## config.mk

```make
export PLATFORM = sky130hd
export DESIGN_NAME = case_insensitive_substring_matcher_core_flat
export DESIGN_NICKNAME = d
export VERILOG_FILES = /design/src/rtl/cism_pkg.sv /design/src/rtl/cism_text_if.sv /design/src/rtl/cism_result_if.sv /design/src/rtl/case_insensitive_substring_matcher_core.sv /design/src/rtl/cism_cfg_regs.sv /design/src/rtl/cism_window.sv /design/src/rtl/cism_match_out.sv /design/src/flat_wrapper.sv
export VERILOG_INCLUDE_DIRS = /design/src /design/src/rtl
export SDC_FILE = /design/constraint.sdc
export NUM_CORES = 2
export LEC_CHECK = 0
export ABC_CLOCK_PERIOD_IN_PS = 11500
export BUFFER_PORTS_ARGS = -buffer_cell sky130_fd_sc_hd__buf_2
export CAP_MARGIN = 20
export CORE_ASPECT_RATIO = 1.5
export CORE_MARGIN = 2
export CORE_UTILIZATION = 25
export CTS_CLUSTER_DIAMETER = 30
export CTS_CLUSTER_SIZE = 30
export DETAILED_ROUTE_END_ITERATION = 6
export GPL_TIMING_DRIVEN = 0
export HOLD_SLACK_MARGIN = 0.08
export MAX_ROUTING_LAYER = met4
export PLACE_DENSITY = 0.49
export SETUP_SLACK_MARGIN = 0.15
export SYNTH_ARGS = -nofsm -noshare
export SYNTH_HDL_FRONTEND = slang
export SYNTH_SLANG_ARGS = --single-unit
export TNS_END_PERCENT = 5
```

## constraint.sdc

```tcl
create_clock -name clk -period 11.5 [get_ports clk]
set_input_delay 2.3 -clock clk [delete_from_list [all_inputs] [get_ports clk]]
set_output_delay 2.3 -clock clk [all_outputs]
set_load 0.005 [all_outputs]
```

## src/rtl/case_insensitive_substring_matcher_core_assert.svh

```systemverilog
// ----------------------------------------------------------------------------
// Assertion macros for the case-insensitive substring matcher.
// Each macro checks an implication on the rising clock edge, with reset off.
// ----------------------------------------------------------------------------
`ifndef CASE_INSENSITIVE_SUBSTRING_MATCHER_CORE_ASSERT_SVH
`define CASE_INSENSITIVE_SUBSTRING_MATCHER_CORE_ASSERT_SVH

// Same-cycle implication.
`define CISM_ASSERT_NOW(label, clk, rst_n, ante, cons) \
  label: assert property (@(posedge clk) disable iff (!rst_n) (ante) |-> (cons)) \
    else $error("cism: same-cycle check failed");

// Next-cycle implication.
`define CISM_ASSERT_NEXT(label, clk, rst_n, ante, cons) \
  label: assert property (@(posedge clk) disable iff (!rst_n) (ante) |=> (cons)) \
    else $error("cism: next-cycle check failed");

`endif

```

## src/rtl/cism_pkg.sv

```systemverilog
// ----------------------------------------------------------------------------
// cism_pkg
// Shared constants, types and the case-folding function of the matcher.
// ----------------------------------------------------------------------------
`default_nettype none

package cism_pkg;

  // Sizes.
  localparam int MaxPattern   = 32;
  localparam int PatternBytes = 32;
  localparam int NumWords     = 4;
  localparam int LenW         = 6;
  localparam int CmpDepth     = (MaxPattern < PatternBytes) ? MaxPattern : PatternBytes;
  localparam int CntW         = $clog2(MaxPattern + 1);
  localparam int CmpW         = (CntW > LenW) ? CntW : LenW;
  localparam int CfgAddrW     = 3;
  localparam int CfgDataW     = 64;

  // Configuration register indexes.
  localparam logic [CfgAddrW-1:0] CfgWord0  = 3'd0;
  localparam logic [CfgAddrW-1:0] CfgWord1  = 3'd1;
  localparam logic [CfgAddrW-1:0] CfgWord2  = 3'd2;
  localparam logic [CfgAddrW-1:0] CfgWord3  = 3'd3;
  localparam logic [CfgAddrW-1:0] CfgLength = 3'd4;

  typedef logic [7:0] byte_t;

  // Pattern as seen by the compare: aligned so that entry k faces window entry k.
  typedef struct packed {
    byte_t [CmpDepth-1:0] bytes;
    logic  [CmpDepth-1:0] care;
    logic  [LenW-1:0]     len;
    logic                 empty;
    logic                 never;
  } pat_cfg_t;

  // Window stage handed from the input side to the compare stage.
  typedef struct packed {
    logic                 valid;
    byte_t [CmpDepth-1:0] window;
    logic  [CntW-1:0]     cnt;
    logic                 last;
  } stage_t;

  // Folds A-Z to a-z and leaves every other byte alone.
  function automatic byte_t fold_case(input byte_t b);
    byte_t res;
    res = b;
    if (b >= 8'h41 && b <= 8'h5A) begin
      res = b + 8'h20;
    end
    return res;
  endfunction

endpackage

`default_nettype wire

```

## src/rtl/cism_text_if.sv

```systemverilog
// ----------------------------------------------------------------------------
// cism_text_if
// Text channel: one raw byte and its line-end flag per transaction.
// ----------------------------------------------------------------------------
`default_nettype none

interface cism_text_if;
  logic                valid;
  logic                ready;
  cism_pkg::byte_t     text_byte;
  logic                line_end;

  modport source (output valid, output text_byte, output line_end, input ready);
  modport sink   (input valid, input text_byte, input line_end, output ready);
endinterface

`default_nettype wire

```

## src/rtl/cism_result_if.sv

```systemverilog
// ----------------------------------------------------------------------------
// cism_result_if
// Result channel: match flags for one text byte per transaction.
// ----------------------------------------------------------------------------
`default_nettype none

interface cism_result_if;
  logic valid;
  logic ready;
  logic match_here;
  logic line_has_match;
  logic line_done;

  modport source (output valid, output match_here, output line_has_match,
                  output line_done, input ready);
  modport sink   (input valid, input match_here, input line_has_match,
                  input line_done, output ready);
endinterface

`default_nettype wire

```

## src/rtl/case_insensitive_substring_matcher_core.sv

```systemverilog
// ----------------------------------------------------------------------------
// case_insensitive_substring_matcher_core
// Reports, for each text byte, whether the case-folded pattern ends there,
// and whether any match has occurred so far in the current line.
//
//   Port      Direction  Transaction carries
//   in_chan   sink       text_byte, line_end
//   out_chan  source     match_here, line_has_match, line_done
//   cfg_*     write      pattern words 0..3, pattern length
//
// One byte is accepted every cycle while out_chan is ready; each byte passes
// the input register, then the window compare and the result register.
// The window compare checks 32 window bytes in parallel, combinationally.
// Reset clears the stage valids, line byte count, hit flag and cfg registers.
// When out_chan stalls, both stages hold; in_chan.ready drops only when both
// are full and out_chan is not ready.
// ----------------------------------------------------------------------------
`default_nettype none

`include "case_insensitive_substring_matcher_core_assert.svh"

module case_insensitive_substring_matcher_core (
  input  wire logic                          clk,
  input  wire logic                          rst_n,
  cism_text_if.sink                          in_chan,
  cism_result_if.source                      out_chan,
  input  wire logic                          cfg_we,
  input  wire logic [cism_pkg::CfgAddrW-1:0] cfg_addr,
  input  wire logic [cism_pkg::CfgDataW-1:0] cfg_wdata
);

  cism_pkg::pat_cfg_t pat_cfg;
  cism_pkg::stage_t   stage;
  logic               take;
  logic               accept;

  // Input side is free when the stage is empty or moving on.
  assign in_chan.ready = !stage.valid || take;
  assign accept        = in_chan.valid && in_chan.ready;

  cism_cfg_regs u_cfg (
    .clk       (clk),
    .rst_n     (rst_n),
    .cfg_we    (cfg_we),
    .cfg_addr  (cfg_addr),
    .cfg_wdata (cfg_wdata),
    .pat_cfg   (pat_cfg)
  );

  cism_window u_window (
    .clk       (clk),
    .rst_n     (rst_n),
    .accept    (accept),
    .take      (take),
    .text_byte (in_chan.text_byte),
    .line_end  (in_chan.line_end),
    .stage     (stage)
  );

  cism_match_out u_match (
    .clk      (clk),
    .rst_n    (rst_n),
    .stage    (stage),
    .pat_cfg  (pat_cfg),
    .take     (take),
    .out_chan (out_chan)
  );

  // A stalled stage keeps its window, count and flags.
  `CISM_ASSERT_NEXT(a_stage_hold, clk, rst_n, stage.valid && !take, $stable(stage))
  // A match always shows in the line flag.
  `CISM_ASSERT_NOW(a_hit_sticky, clk, rst_n,
                   out_chan.valid && out_chan.match_here, out_chan.line_has_match)
  // An empty pattern matches every byte.
  `CISM_ASSERT_NEXT(a_empty_match, clk, rst_n, stage.valid && take && pat_cfg.empty,
                    out_chan.match_here)
  // The line byte count never passes its saturation point.
  `CISM_ASSERT_NOW(a_cnt_range, clk, rst_n, stage.valid,
                   stage.cnt <= cism_pkg::CntW'(cism_pkg::MaxPattern))

endmodule

`default_nettype wire

```

## src/rtl/cism_cfg_regs.sv

```systemverilog
// ----------------------------------------------------------------------------
// cism_cfg_regs
// Pattern and length registers, plus the registered, case-folded and
// end-aligned copy of the pattern that the compare stage uses.
// ----------------------------------------------------------------------------
`default_nettype none

module cism_cfg_regs (
  input  wire logic                              clk,
  input  wire logic                              rst_n,
  input  wire logic                              cfg_we,
  input  wire logic [cism_pkg::CfgAddrW-1:0]     cfg_addr,
  input  wire logic [cism_pkg::CfgDataW-1:0]     cfg_wdata,
  output cism_pkg::pat_cfg_t                     pat_cfg
);

  logic [cism_pkg::NumWords-1:0][cism_pkg::CfgDataW-1:0] word_r;
  logic [cism_pkg::LenW-1:0]                             len_r;
  cism_pkg::pat_cfg_t                                    pat_r;
  cism_pkg::pat_cfg_t                                    pat_nxt;

  logic [cism_pkg::PatternBytes*8-1:0] flat;
  logic [cism_pkg::PatternBytes*8-1:0] rev;
  logic [cism_pkg::PatternBytes*8-1:0] shifted;
  logic [cism_pkg::LenW-1:0]           sh;

  // Register writes; indexes past the list are ignored.
  always_ff @(posedge clk) begin
    if (!rst_n) begin
      word_r <= '0;
      len_r  <= '0;
    end else if (cfg_we) begin
      case (cfg_addr)
        cism_pkg::CfgWord0:  word_r[0] <= cfg_wdata;
        cism_pkg::CfgWord1:  word_r[1] <= cfg_wdata;
        cism_pkg::CfgWord2:  word_r[2] <= cfg_wdata;
        cism_pkg::CfgWord3:  word_r[3] <= cfg_wdata;
        cism_pkg::CfgLength: len_r     <= cfg_wdata[cism_pkg::LenW-1:0];
        default: ;
      endcase
    end
  end

  // Fold and reverse the pattern, then shift it so that its last byte lands
  // on entry 0, which faces the newest text byte.
  always_comb begin
    flat = word_r;
    for (int j = 0; j < cism_pkg::PatternBytes; j++) begin
      rev[j*8 +: 8] = cism_pkg::fold_case(flat[(cism_pkg::PatternBytes-1-j)*8 +: 8]);
    end
    sh      = cism_pkg::LenW'(cism_pkg::PatternBytes) - len_r;
    shifted = rev >> {sh, 3'b000};

    for (int k = 0; k < cism_pkg::CmpDepth; k++) begin
      pat_nxt.bytes[k] = shifted[k*8 +: 8];
      pat_nxt.care[k]  = cism_pkg::LenW'(k) < len_r;
    end
    pat_nxt.len   = len_r;
    pat_nxt.empty = (len_r == '0);
    pat_nxt.never = (len_r > cism_pkg::LenW'(cism_pkg::CmpDepth));
  end

  // The aligned copy follows the registers in the next cycle. With no entry
  // cared for and a zero length, the cleared copy still matches every byte.
  always_ff @(posedge clk) begin
    if (!rst_n) begin
      pat_r <= '0;
    end else begin
      pat_r <= pat_nxt;
    end
  end

  assign pat_cfg = pat_r;

endmodule

`default_nettype wire

```

## src/rtl/cism_window.sv

```systemverilog
// ----------------------------------------------------------------------------
// cism_window
// Input register stage: folds each accepted byte into the recent-byte window
// and tracks how many bytes of the current line have been seen.
// ----------------------------------------------------------------------------
`default_nettype none

module cism_window (
  input  wire logic            clk,
  input  wire logic            rst_n,
  input  wire logic            accept,
  input  wire logic            take,
  input  wire cism_pkg::byte_t text_byte,
  input  wire logic            line_end,
  output cism_pkg::stage_t     stage
);

  logic                                   valid_r;
  logic                                   valid_nxt;
  cism_pkg::byte_t [cism_pkg::CmpDepth-1:0] window_r;
  cism_pkg::byte_t [cism_pkg::CmpDepth-1:0] window_nxt;
  logic [cism_pkg::CntW-1:0]              cnt_r;
  logic [cism_pkg::CntW-1:0]              cnt_inc;
  logic [cism_pkg::CntW-1:0]              stage_cnt_r;
  logic                                   last_r;

  // Shift in the folded byte, newest at entry 0; count saturates.
  always_comb begin
    window_nxt[0] = cism_pkg::fold_case(text_byte);
    for (int k = 1; k < cism_pkg::CmpDepth; k++) begin
      window_nxt[k] = window_r[k-1];
    end
    if (cnt_r < cism_pkg::CntW'(cism_pkg::MaxPattern)) begin
      cnt_inc = cism_pkg::CntW'(cnt_r + 1'b1);
    end else begin
      cnt_inc = cnt_r;
    end
    if (accept) begin
      valid_nxt = 1'b1;
    end else if (take) begin
      valid_nxt = 1'b0;
    end else begin
      valid_nxt = valid_r;
    end
  end

  // Control state: stage valid and the line byte count.
  always_ff @(posedge clk) begin
    if (!rst_n) begin
      valid_r <= 1'b0;
      cnt_r   <= '0;
    end else begin
      valid_r <= valid_nxt;
      if (accept) begin
        cnt_r <= line_end ? '0 : cnt_inc;
      end
    end
  end

  // Payload of the stage, loaded only on a transaction.
  always_ff @(posedge clk) begin
    if (accept) begin
      window_r    <= window_nxt;
      stage_cnt_r <= cnt_inc;
      last_r      <= line_end;
    end
  end

  assign stage.valid  = valid_r;
  assign stage.window = window_r;
  assign stage.cnt    = stage_cnt_r;
  assign stage.last   = last_r;

endmodule

`default_nettype wire

```

## src/rtl/cism_match_out.sv

```systemverilog
// ----------------------------------------------------------------------------
// cism_match_out
// Parallel window compare, per-line sticky hit flag and the result register.
// ----------------------------------------------------------------------------
`default_nettype none

module cism_match_out (
  input  wire logic               clk,
  input  wire logic               rst_n,
  input  wire cism_pkg::stage_t   stage,
  input  wire cism_pkg::pat_cfg_t pat_cfg,
  output logic                    take,
  cism_result_if.source           out_chan
);

  logic [cism_pkg::CmpDepth-1:0] eq;
  logic                          cnt_ok;
  logic                          match;
  logic                          hit_r;
  logic                          hit_nxt;
  logic                          out_valid_r;
  logic                          match_r;
  logic                          line_hit_r;
  logic                          done_r;

  // Every cared-for entry must agree, and the line must hold enough bytes.
  always_comb begin
    for (int k = 0; k < cism_pkg::CmpDepth; k++) begin
      eq[k] = (stage.window[k] == pat_cfg.bytes[k]) || !pat_cfg.care[k];
    end
    cnt_ok  = cism_pkg::CmpW'(stage.cnt) >= cism_pkg::CmpW'(pat_cfg.len);
    match   = pat_cfg.empty || (!pat_cfg.never && cnt_ok && (&eq));
    hit_nxt = hit_r | match;
  end

  assign take = !out_valid_r || out_chan.ready;

  // Control state: result valid and the sticky line flag.
  always_ff @(posedge clk) begin
    if (!rst_n) begin
      out_valid_r <= 1'b0;
      hit_r       <= 1'b0;
    end else if (take) begin
      out_valid_r <= stage.valid;
      if (stage.valid) begin
        hit_r <= stage.last ? 1'b0 : hit_nxt;
      end
    end
  end

  // Result payload.
  always_ff @(posedge clk) begin
    if (take && stage.valid) begin
      match_r    <= match;
      line_hit_r <= hit_nxt;
      done_r     <= stage.last;
    end
  end

  assign out_chan.valid          = out_valid_r;
  assign out_chan.match_here     = match_r;
  assign out_chan.line_has_match = line_hit_r;
  assign out_chan.line_done      = done_r;

endmodule

`default_nettype wire
```

## src/flat_wrapper.sv

```systemverilog
// flat-port wrapper written by rule: the top's interface ports become plain ports
module case_insensitive_substring_matcher_core_flat 
  (clk, rst_n, cfg_we, cfg_addr, cfg_wdata, in_chan_valid, in_chan_text_byte, in_chan_line_end, in_chan_ready, out_chan_valid, out_chan_match_here, out_chan_line_has_match, out_chan_line_done, out_chan_ready);
  cism_text_if in_chan_i ();
  cism_result_if out_chan_i ();
  input  wire logic clk;
  input  wire logic rst_n;
  input  wire logic cfg_we;
  input  wire logic [cism_pkg::CfgAddrW-1:0] cfg_addr;
  input  wire logic [cism_pkg::CfgDataW-1:0] cfg_wdata;
  input wire logic [$bits(in_chan_i.valid)-1:0] in_chan_valid;
  input wire logic [$bits(in_chan_i.text_byte)-1:0] in_chan_text_byte;
  input wire logic [$bits(in_chan_i.line_end)-1:0] in_chan_line_end;
  output wire logic [$bits(in_chan_i.ready)-1:0] in_chan_ready;
  output wire logic [$bits(out_chan_i.valid)-1:0] out_chan_valid;
  output wire logic [$bits(out_chan_i.match_here)-1:0] out_chan_match_here;
  output wire logic [$bits(out_chan_i.line_has_match)-1:0] out_chan_line_has_match;
  output wire logic [$bits(out_chan_i.line_done)-1:0] out_chan_line_done;
  input wire logic [$bits(out_chan_i.ready)-1:0] out_chan_ready;
  assign in_chan_i.valid = in_chan_valid;
  assign in_chan_i.text_byte = in_chan_text_byte;
  assign in_chan_i.line_end = in_chan_line_end;
  assign in_chan_ready = in_chan_i.ready;
  assign out_chan_valid = out_chan_i.valid;
  assign out_chan_match_here = out_chan_i.match_here;
  assign out_chan_line_has_match = out_chan_i.line_has_match;
  assign out_chan_line_done = out_chan_i.line_done;
  assign out_chan_i.ready = out_chan_ready;
  case_insensitive_substring_matcher_core u_core (.clk(clk), .rst_n(rst_n), .in_chan(in_chan_i), .out_chan(out_chan_i), .cfg_we(cfg_we), .cfg_addr(cfg_addr), .cfg_wdata(cfg_wdata));
endmodule
```

==> results.toml <==
[clock_network]
numClockSinks = 832
clock_tree.htree_level_count = 4
clk_transition_reported_paths_ns = 0.06
ctsLongestPathBuffers = 3
cts_made_buffers = 143
root_buffer = "clkbuf_16"
postCtsResizedCells = 0
worst_skew_pair.late_latency_ns = 0.86
cts_post_setup_buffers_inserted = 0
holdBufCountCts = 0
cts_tree = "yes"

[synth]
dominantRegCellSynth = "dfxtp_1"
post-synth-top-count-cell = "nand2_1"
yosys_reg_bits = 832
edff_count_synth = 266
post-synth-top-area-cell = "dfxtp_1"
synth_area_leaders = "dfxtp_1 (27%), edfxtp_1 (19%), nand2_1 (7.9%)"
post_synth_num_cell_types = 90
synth_top_area_share_pct = 26.8
nets_in_the_synthesized_netlist = 4627
yosys_warnings = 0
synth-async-reset-ratio_pct = 0
syn_avg_cell_area_um2 = 9.37
synth.cell_area_um2 = 42200
ys_top_cells_by_count = "nand2_1 (892), dfxtp_1 (566), a21oi_1 (491)"
synth-seq-area-share_pct = 45.8
syn_inst = 4504

[die]
floorplan.die.height_um = 507
die-width_um = 340
core_um2 = 168000
fp-row-count = 184
starting_density_of_the_core_pct = 25.2
dieArea_um2 = 172000
boundaryPins = 86

[global_routing]
vias_in_the_first_global_route = 38600
first_pass_grt_wire_length_um = 379000
gr-usage-all-layers_pct = 34.6
grt-ovfl-total = 0
grt_antenna_before_repair = 22
grt_max_degree = 127

[timing]
max_clock_freq_mhz = 113
finalSetupViolations = 0
worst_slew_margin_rel_pct = 1.70
slew_at_the_pin_with_the_worst_max_slew_slack_ns = 1.47
hold_violations = 0
setup_repair_after_global_routing_missed_its_margin = "no"
fin_tns_setup_ns = 0
slew_violations = 0
timing.final.crit_period_ns = 8.86
worst_clock_skew_ns = 0.0625
layout_worst_path_cycle_share_pct = 77.0

[setup_path]
setup.reg_to_reg.worst_slack_ns = 2.64
worstSetupPathType = "reg2reg"
worstReg2RegEnd = "u_core.u_cfg.pat_cfg[45]"
maximum_fanout_count_along_the_critical_path = 10
startpoint_type = "flip-flop"
r2r-start = "u_core.u_cfg.len_r[0]"
cp-end-kind = "flip-flop"
critPathLaunch = "u_core.u_cfg.len_r[0]"
r2r.worst_path.cells = 15
data_required_time_at_the_worst_endpoint_ns = 12.15
timing.critical_path.arrival_ns = 9.51
timing.critical_path.to = "u_core.u_cfg.pat_cfg[45]"

[route]
drc_errors_left = 2
met2_wirelength_from_detailed_routing_um = 141000
via_count_normalized_by_instance_count = 5.50
met3WireLength_um = 14500
detail_route.first_pass.iterations = 7
vias = 39600
drt_wl_total_um = 296000
avgRoutedWirePerCell_um = 41.1
route.top_layer_used = "met4"
wl_met1_um = 102000
final_antenna_net_count = 0
initialDrtViolationCount = 3758

[job]
max_cap_violations = 0

[power]
power.static_leakage_nw = 17.4
vdd.ir_drop.worst_mv = 0.159
p_per_area_nw_per_um2 = 168
post_layout_power_w = 0.00867

[placement]
routabilityCongestion = 1.05
detailed_place.area_um2 = 46400
port-buffer-count = 84
placed_insts = 6890
dp_hpwl_um = 251000

[hold_path]
hp-class = "reg2reg"
worstHoldPathCells = 0

[layout]
layout.core_utilization_pct = 30.8
post_route_cells_drive_above_1_share_pct = 14.4
syn_to_final_growth_pct = 22.3
design_area_um2 = 51600
finalNonFillerCells = 7196
finalNetCount = 4933
fill_cell_total_of_the_finished_layout = 17800

[outcome]
status = "finished, violations left"
failed_checks = "DRC"
## routing by layer
layer	GRT usage [%]	up-vias
met1	34.1	19700
met3	5.27	906
met5	-	-
li1	-	16900
met2	56.3	2054
met4	36.8	0
## layout by cell type, fill, tap and decap left out, types with 22 or more instances in the layout
cell type  count
nand2_1      892
dfxtp_1      566
a21oi_1      487
nor2_1       292
edfxtp_1     266
xnor2_1      254
clkbuf_1     205
mux2i_1      182
o21ai_0      172
clkbuf_16    145
buf_2        135
mux4_2       116
nand4_1       73
nor3_1        63
buf_1         60
inv_1         59
mux2_2        56
a211oi_1      56
o211ai_1      50
o22ai_1       48
nand3_1       45
ha_1          42
diode_2       38
nor2b_1       38
a2bb2oi_1     32
buf_4         27
o221ai_1      26
and2_1        26
inv_6         25
and3_1        23
a22oi_1       22
a31oi_1       22
## sequential cells by signal (all words and copies together) (netlist names), 6 cells and up
register	flops
u_core.u_window.stage	256
u_core.u_window.stage_cnt_r	6
u_core.u_cfg.len_r	6
u_core.u_cfg.flat	256
u_core.u_cfg.pat_cfg	295
u_core.u_window.cnt_r	6
## cells by family (layout without fill, tap and decap cells)
logic type | count (synthesis) | after routing | share of synthesized area (%)
buffers and inverters | 368 | 790 | 3.42
xor gates and xnor gates | 266 | 266 | 5.52
DFF | 832 | 832 | 45.8
adders and majority gates | 42 | 42 | 1.24
other | 0 | 38 | 0
and+or+nand+nor | 1520 | 1520 | 15.4
AOI/OAI and AO/OA | 1117 | 1117 | 16.6
muxes | 359 | 359 | 12.1
## where the power goes
group / internal, W / total [W] / switching (W)
logic: 0.000236 / 0.000924 / 0.000688
registers: 0.00314 / 0.00325 / 0.000110
clock network: 0.00274 / 0.00450 / 0.00176
total: 0.00611 / 0.00867 / 0.00256
## worst max-delay path, stage by stage, from the launching register on
cell,delay [ns]
dfxtp_1,0.31
clkbuf_1,0.27
inv_2,0.48
buf_1,0.65
clkbuf_1,0.27
clkbuf_1,0.88
ha_1,0.51
buf_2,0.39
buf_1,0.84
buf_1,0.87
buf_1,0.80
a2111oi_0,0.20
buf_2,0.22
a2111oi_0,0.66
a22oi_1,0.35
a21oi_1,0.92
## final cells by class
type | count | area, um^2 | area share, %
Clock inverter | 99 | 1330 | 2.57
Inverter | 64 | 248 | 0.480
Timing Repair Buffer | 161 | 1320 | 2.55
Clock buffer | 162 | 3770 | 7.31
Tap cell | 2232 | 2790 | 5.41
Multi-Input combinational cell | 3304 | 21600 | 41.7
Sequential cell | 832 | 19300 | 37.4
Antenna cell | 38 | 95.1 | 0.184
Buffer | 304 | 1210 | 2.34
## how the worst min path moves through the flow
stage	startpoint	endpoint	slack, ns
floorplan	u_core.u_window.last_r	u_core.u_match.out_chan.line_done	0.42
global placement	u_core.u_window.stage[119]	u_core.u_window.stage[127]	0.45
detailed placement	u_core.u_window.stage[99]	u_core.u_window.stage[107]	0.46
CTS	u_core.u_window.stage[126]	u_core.u_window.stage[134]	0.45
global route	u_core.u_window.stage[133]	u_core.u_window.stage[141]	0.46
finish	u_core.u_window.stage[126]	u_core.u_window.stage[134]	0.46
## per-stage QoR
stage / hold WS, ns / setup WS, ns
2_1_floorplan: 0.422 / 2.98
3_3_place_gp: 0.452 / 0.152
3_5_place_dp: 0.457 / 2.93
4_1_cts: 0.452 / 2.93
5_1_grt: 0.456 / 2.87
6_report: 0.459 / 2.64
Power figures use the tool's default switching activity.
